`src/design/bmm_pkg.sv`:
```
// Package with the types and constants of the bounded multiset unit.
`timescale 1ns / 1ps
`default_nettype none

package bmm_pkg;

   // Field widths.
   localparam int VALUE_W = 10;
   localparam int SLOT_W  = 9;
   localparam int COUNT_W = 9;

   // Highest reading that an add may store.
   localparam logic [VALUE_W-1:0] MAX_READING = 10'd400;

   // Operation codes carried on the input beat.
   localparam logic OP_ADD    = 1'b0;
   localparam logic OP_REMOVE = 1'b1;

   // Scan token that walks down the row of cells, one cell per cycle.
   typedef struct packed {
      logic              active;
      logic              found;
      logic              any;
      logic [SLOT_W-1:0] lo;
      logic [SLOT_W-1:0] hi;
   } bmm_token_type;

   // Signals the controller drives to every cell at once.
   typedef struct packed {
      logic               op_remove;
      logic [VALUE_W-1:0] value;
      logic               wr_en;
      logic [SLOT_W-1:0]  wr_data;
      logic               compact;
   } bmm_bcast_type;

endpackage

`default_nettype wire

```
`src/design/bmm_cell.sv`:
```
// One storage cell of the row: holds a reading and processes the scan token.
`timescale 1ns / 1ps
`default_nettype none

module bmm_cell
   import bmm_pkg::*;
#(
   parameter int INDEX = 0,
   parameter int CNT_W = 9
) (
   input  wire logic              clock,
   input  wire logic              reset,
   input  wire bmm_bcast_type     bcast,
   input  wire logic [CNT_W-1:0]  bound,
   input  wire logic [CNT_W-1:0]  wr_idx,
   input  wire logic [SLOT_W-1:0] right_val,
   input  wire bmm_token_type     tok_in,
   output bmm_token_type          tok_out,
   output logic [SLOT_W-1:0]      val_out
);

   logic [SLOT_W-1:0] val_ff;
   logic [SLOT_W-1:0] val_in;
   logic              shift_ff;
   logic              shift_in;
   bmm_token_type     tok_ff;
   bmm_token_type     tok_in_nxt;
   logic              occupied;
   logic              match;
   logic              fold_en;

   // The cell holds a reading when its place is below the fill count.
   assign occupied = CNT_W'(INDEX) < bound;

   // The first occupied cell that equals the value on a remove is dropped.
   assign match   = bcast.op_remove && occupied && !tok_in.found
                    && ({1'b0, val_ff} == bcast.value);
   assign fold_en = occupied && !match;

   // Token update: fold this reading into the running min and max.
   always_comb begin
      tok_in_nxt       = tok_in;
      tok_in_nxt.found = tok_in.found | match;
      if (fold_en) begin
         tok_in_nxt.any = 1'b1;
         if (!tok_in.any) begin
            tok_in_nxt.lo = val_ff;
            tok_in_nxt.hi = val_ff;
         end else begin
            tok_in_nxt.lo = (val_ff < tok_in.lo) ? val_ff : tok_in.lo;
            tok_in_nxt.hi = (val_ff > tok_in.hi) ? val_ff : tok_in.hi;
         end
      end
   end

   // Cells at or after the removed reading take their neighbor's reading.
   always_comb begin
      shift_in = shift_ff;
      if (tok_in.active) begin
         shift_in = tok_in.found | match;
      end
      val_in = val_ff;
      if (bcast.wr_en && (wr_idx == CNT_W'(INDEX))) begin
         val_in = bcast.wr_data;
      end else if (bcast.compact && shift_ff) begin
         val_in = right_val;
      end
   end

   // Reading storage; its content is meaningful only below the fill count.
   always_ff @(posedge clock) begin
      val_ff <= val_in;
   end

   // Token stage and shift flag.
   always_ff @(posedge clock) begin
      if (reset) begin
         tok_ff   <= '0;
         shift_ff <= 1'b0;
      end else begin
         tok_ff   <= tok_in_nxt;
         shift_ff <= shift_in;
      end
   end

   assign tok_out = tok_ff;
   assign val_out = val_ff;

endmodule

`default_nettype wire

```
`config.mk`:
```
export PLATFORM = sky130hd
export DESIGN_NAME = bmm_cell
export DESIGN_NICKNAME = d
export VERILOG_FILES = /design/src/design/bmm_pkg.sv /design/src/design/bmm_cell.sv
export SDC_FILE = /design/constraint.sdc
export NUM_CORES = 1
export LEC_CHECK = 0
export BUFFER_PORTS_ARGS = -buffer_cell sky130_fd_sc_hd__buf_2
export CELL_PAD_IN_SITES_DETAIL_PLACEMENT = 0
export CELL_PAD_IN_SITES_GLOBAL_PLACEMENT = 1
export CORE_ASPECT_RATIO = 0.8
export CORE_MARGIN = 2
export CORE_UTILIZATION = 32
export DETAILED_ROUTE_END_ITERATION = 6
export HOLD_SLACK_MARGIN = 0.02
export PLACE_DENSITY_LB_ADDON = 0.05
export REMOVE_ABC_BUFFERS = 1
export SLEW_MARGIN = 20
export SYNTH_ARGS = -nofsm -noshare
export SYNTH_HDL_FRONTEND = slang
export SYNTH_SLANG_ARGS = --single-unit
```
`constraint.sdc`:
```
create_clock -name clock -period 2.55 [get_ports clock]
set_clock_uncertainty 0.05 [all_clocks]
set_input_delay 0.51 -clock clock [delete_from_list [all_inputs] [get_ports clock]]
set_output_delay 0.51 -clock clock [all_outputs]
set_load 0.02 [all_outputs]
```
# Word-level counts from Yosys, hierarchy flattened
# Index checks and enable logic that the tools add are counted.
# word_totals
regBits	31
output_inout_bits	30
# op_classes
n_eq_ne	1
mux	6
n_reduce_logical	10
n_bitwise	1
magnitude_cmp	3
# op_table
cell	count
9-bit two-way mux	4
19-bit two-way mux	1
18-bit two-way mux	1
9-bit by 10-bit equality test with 1-bit output	1
9-bit > comparator	1
9-bit zero test	1
1-bit by 9-bit < comparator with 1-bit output (first input constant)	1
9-bit < comparator	1
1-bit logical AND	6
1-bit zero test	2
2-bit nonzero test	1
1-bit bitwise OR	1

# Logic depth before layout (Yosys ltp)
# logic_depth
depth_word	7
depth_mapped	8
depth_no_buf	7

# Worst setup path before layout
# OpenSTA, ideal clock, no wires.
# synth_path
path_type	register to register
start	register val_ff[6] (netlist: val_out[6])
end	register tok_ff, in the netlist tok_out[0]
stages_incl_launch_ff	8
required_time_ns	2.428
n_path_buf	1
setup_slack_ns	0.510
setup_ns	0.072
arrival_time_ns	1.918
cell_sequence	edfxtp_1 ha_1 a21o_1 a21o_1 a211o_1 o211ai_2 buf_6 mux2i_1
# synth_between
elab_chain_len	5
word_cells_on_any_way	8
classes_between	order compare: 1; eq/ne: 1; mux: 3; reduce/logical: 3
# synth_lines
element	line_no	text
start: declaration	bmm_cell.sv:22	logic [SLOT_W-1:0] val_ff;
start signal: assignment	bmm_cell.sv:72	val_ff <= val_in;
parallel branches: the longest is 4 deep, another holds 9-bit > comparator	n/a	
19-bit two-way mux (*)	bmm_cell.sv:44	if (fold_en) begin
end signal: assignment	bmm_cell.sv:81	tok_ff <= tok_in_nxt;
end: declaration	bmm_cell.sv:26	bmm_token_type tok_ff;
# Every way passes the cells marked *.
# A chain may end at the register's enable or synchronous reset.

# Worst setup path after layout
# layout_path
start	register val_ff[6] (netlist: val_out[6])
end	register tok_ff, in the netlist tok_out[5]
# Same word-level chain as after synthesis.

==> metrics.txt <==
Die W=89.4 um; Post-Layout Cell Count=about 370; final hold vios=0; register area share after synthesis=0.381; Pwr Density=458 nW/um^2; RSZ-0062 raised after global routing=no; IO Port Bufs=~100; clk sinks=31; Routed Antenna Nets=0; setup TNS=0 ns; ys async rst share=0; status=complete, no violations; total power=1.16 mW; initial antenna violation count=0; Crit Path Max Fanout=9; final setup margin=~0.42 ns; post-layout util=0.458; Syn Inst Count=roughly 180; P_leak=1.29 nW; Worst Setup Start Kind=flip-flop; die area=6460 um^2; FILL cells=600; Area contributors post-synth=dfxtp_1, edfxtp_1, ha_1, mux2i_1, nand2b_1; clk_lat worst skew=0.28 ns; number of synthesized flops with an enable pin=9; routability cong.=0.778; startpoint of the worst hold path=tok_in[20]; row cnt=24; Area Overhead vs Synth=35.7%; sequential cell area=711 um^2; cell count after placement=about 360; DP Wirelength=3790 um; final wirelength=4570 um; hold endpoint=shift_ff; synthesis warning total=0; Diodes inserted=0; clock transition at the registers of the reported paths=0.06 ns; CTS tree=yes; Starting Density=0.338; Synth top area share=0.236; H-tree lvl count=2; Main synth FF type=dfxtp_1; Synth Cell Area=1870 um^2; layout cell share with drive strength beyond 1=0.421; vias in the first global route=between 1500 and 2000; Hold Crit Depth=2; Tmin final=2.13 ns; 1st-pass router iterations=4; pre-CTS setup slack=0.271 ns; Worst Hold Class=input port to flip-flop; final net count=379; Req. time, crit path=roughly 2.7 ns; GR Overflow Total=0; fmax=0.469 GHz; PostCTS Resize Cnt=0; WL/cell=12.4 um; clk root buf=clkbuf_8; largest net degree at the start of global routing=32; worst r2r dst=tok_out[5]; gr usage total=0.149; area of the multi-input gates=1040 um^2; global-route wire length before repair=7270 um; Max transition margin=0.719; R2R Setup Slk=roughly 0.42 ns; commonest cells in the netlist=nand2b_1, dfxtp_1, inv_1; max_cap viols=0; Worst Reg-to-Reg Cells=7; Tcrit/Tclk final=0.836; crit path DAT=2.29 ns; Max Slew Vio Count=0; vias per cell=4.45; clock buffer depth=2; Max IR drop VDD=211 uV; Worst Setup End Kind=flip-flop; I/O pin total=about 100; Num CTS Buffers=5; Initial DRC Count=25; vias=1639; core area=5530 um^2; number of register bits inferred by synthesis=31; launching point of the worst reg2reg path=val_out[6]; drt drc=0; Mapped Avg Cell Area=roughly 10 um^2; WS Path Type=flip-flop to flip-flop; die height=72.3 um; final setup vio count=0; actual slew at the worst max-slew pin=0.420 ns; count leader, synth=nand2b_1; largest area contributor in the netlist=dfxtp_1; Yosys cell types=34; total setup buffers inserted after CTS=0; hold buffers post-CTS=0
cells by family after synthesis:
kind of cell    synth area share
simple gates               0.178
flops                      0.381
mux                        0.151
buf+inv                   0.0590
compound gates            0.0744
fa+ha+maj                  0.114
xor+xnor                  0.0423
cells in the final DEF (no fill, tap or decap), drive strengths merged, types with 6 or more instances in the layout:
cell / Yosys / layout
xor2: 9 / 9
dfxtp: 22 / 22
mux2: 9 / 9
buf: 3 / 104
mux2i: 18 / 18
edfxtp: 9 / 9
nor2: 6 / 6
nand2b: 27 / 27
inv: 20 / 20
ha: 17 / 17
a21oi: 7 / 7
clkbuf: 2 / 7
routing by layer:
metal	global-route usage	routed length (um)	share of wire	vias to the layer above
li1	-	-	-	847
met1	0.208	2090	0.46	718
met2	0.216	1980	0.43	68
met3	0.0569	444	0.097	6
met4	0.0398	52	0.011	0
met5	0	0	0	-
sequential cells by signal, summed over array words and instances, names as in the netlist:
register	cells
tok_out	21
val_out	9
shift_ff	1
worst max-delay path by stage:
stage / startpoint / to / slack (ns) / cells after the start
after floorplan: val_out[6] / tok_out[0] / 0.32 / 6
after global placement: tok_in[6] / tok_out[2] / 0.32 / 9
after detailed placement: tok_in[6] / tok_out[4] / 0.27 / 9
after CTS: val_out[6] / tok_out[5] / 0.40 / 7
after global routing: val_out[6] / tok_out[7] / 0.27 / 7
final: val_out[6] / tok_out[5] / 0.42 / 7
power by group:
part | leakage (nW) | switching [mW] | internal, mW
Clock | 0.0383 | 0.171 | 0.187
Sequential | 0.266 | 0.0134 | 0.537
Combinational | 0.988 | 0.130 | 0.122
through the flow:
stage	hold slack, ns	instance area (um^2)
3_5_place_dp	0.461	2460
4_1_cts	0.403	2530
2_1_floorplan	0.421	1830
3_3_place_gp	0.449	2460
6_report	0.421	2530
5_1_grt	0.411	2530
critical path: stages, from the launching register on:
cell and delay [ns]:
edfxtp_1 0.47, ha_1 0.33, a21o_1 0.16, a21o_1 0.17
a211o_1 0.30, o211ai_2 0.13, buf_4 0.24, mux2i_1 0.20
final cells by class:
class,count,area share
Tap cell,78,0.0385
Clock buffer,7,0.0301
Sequential cell,31,0.281
Multi-Input combinational cell,128,0.413
Timing Repair Buffer,104,0.208
Inverter,20,0.0296
Power figures use the tool's default switching activity.
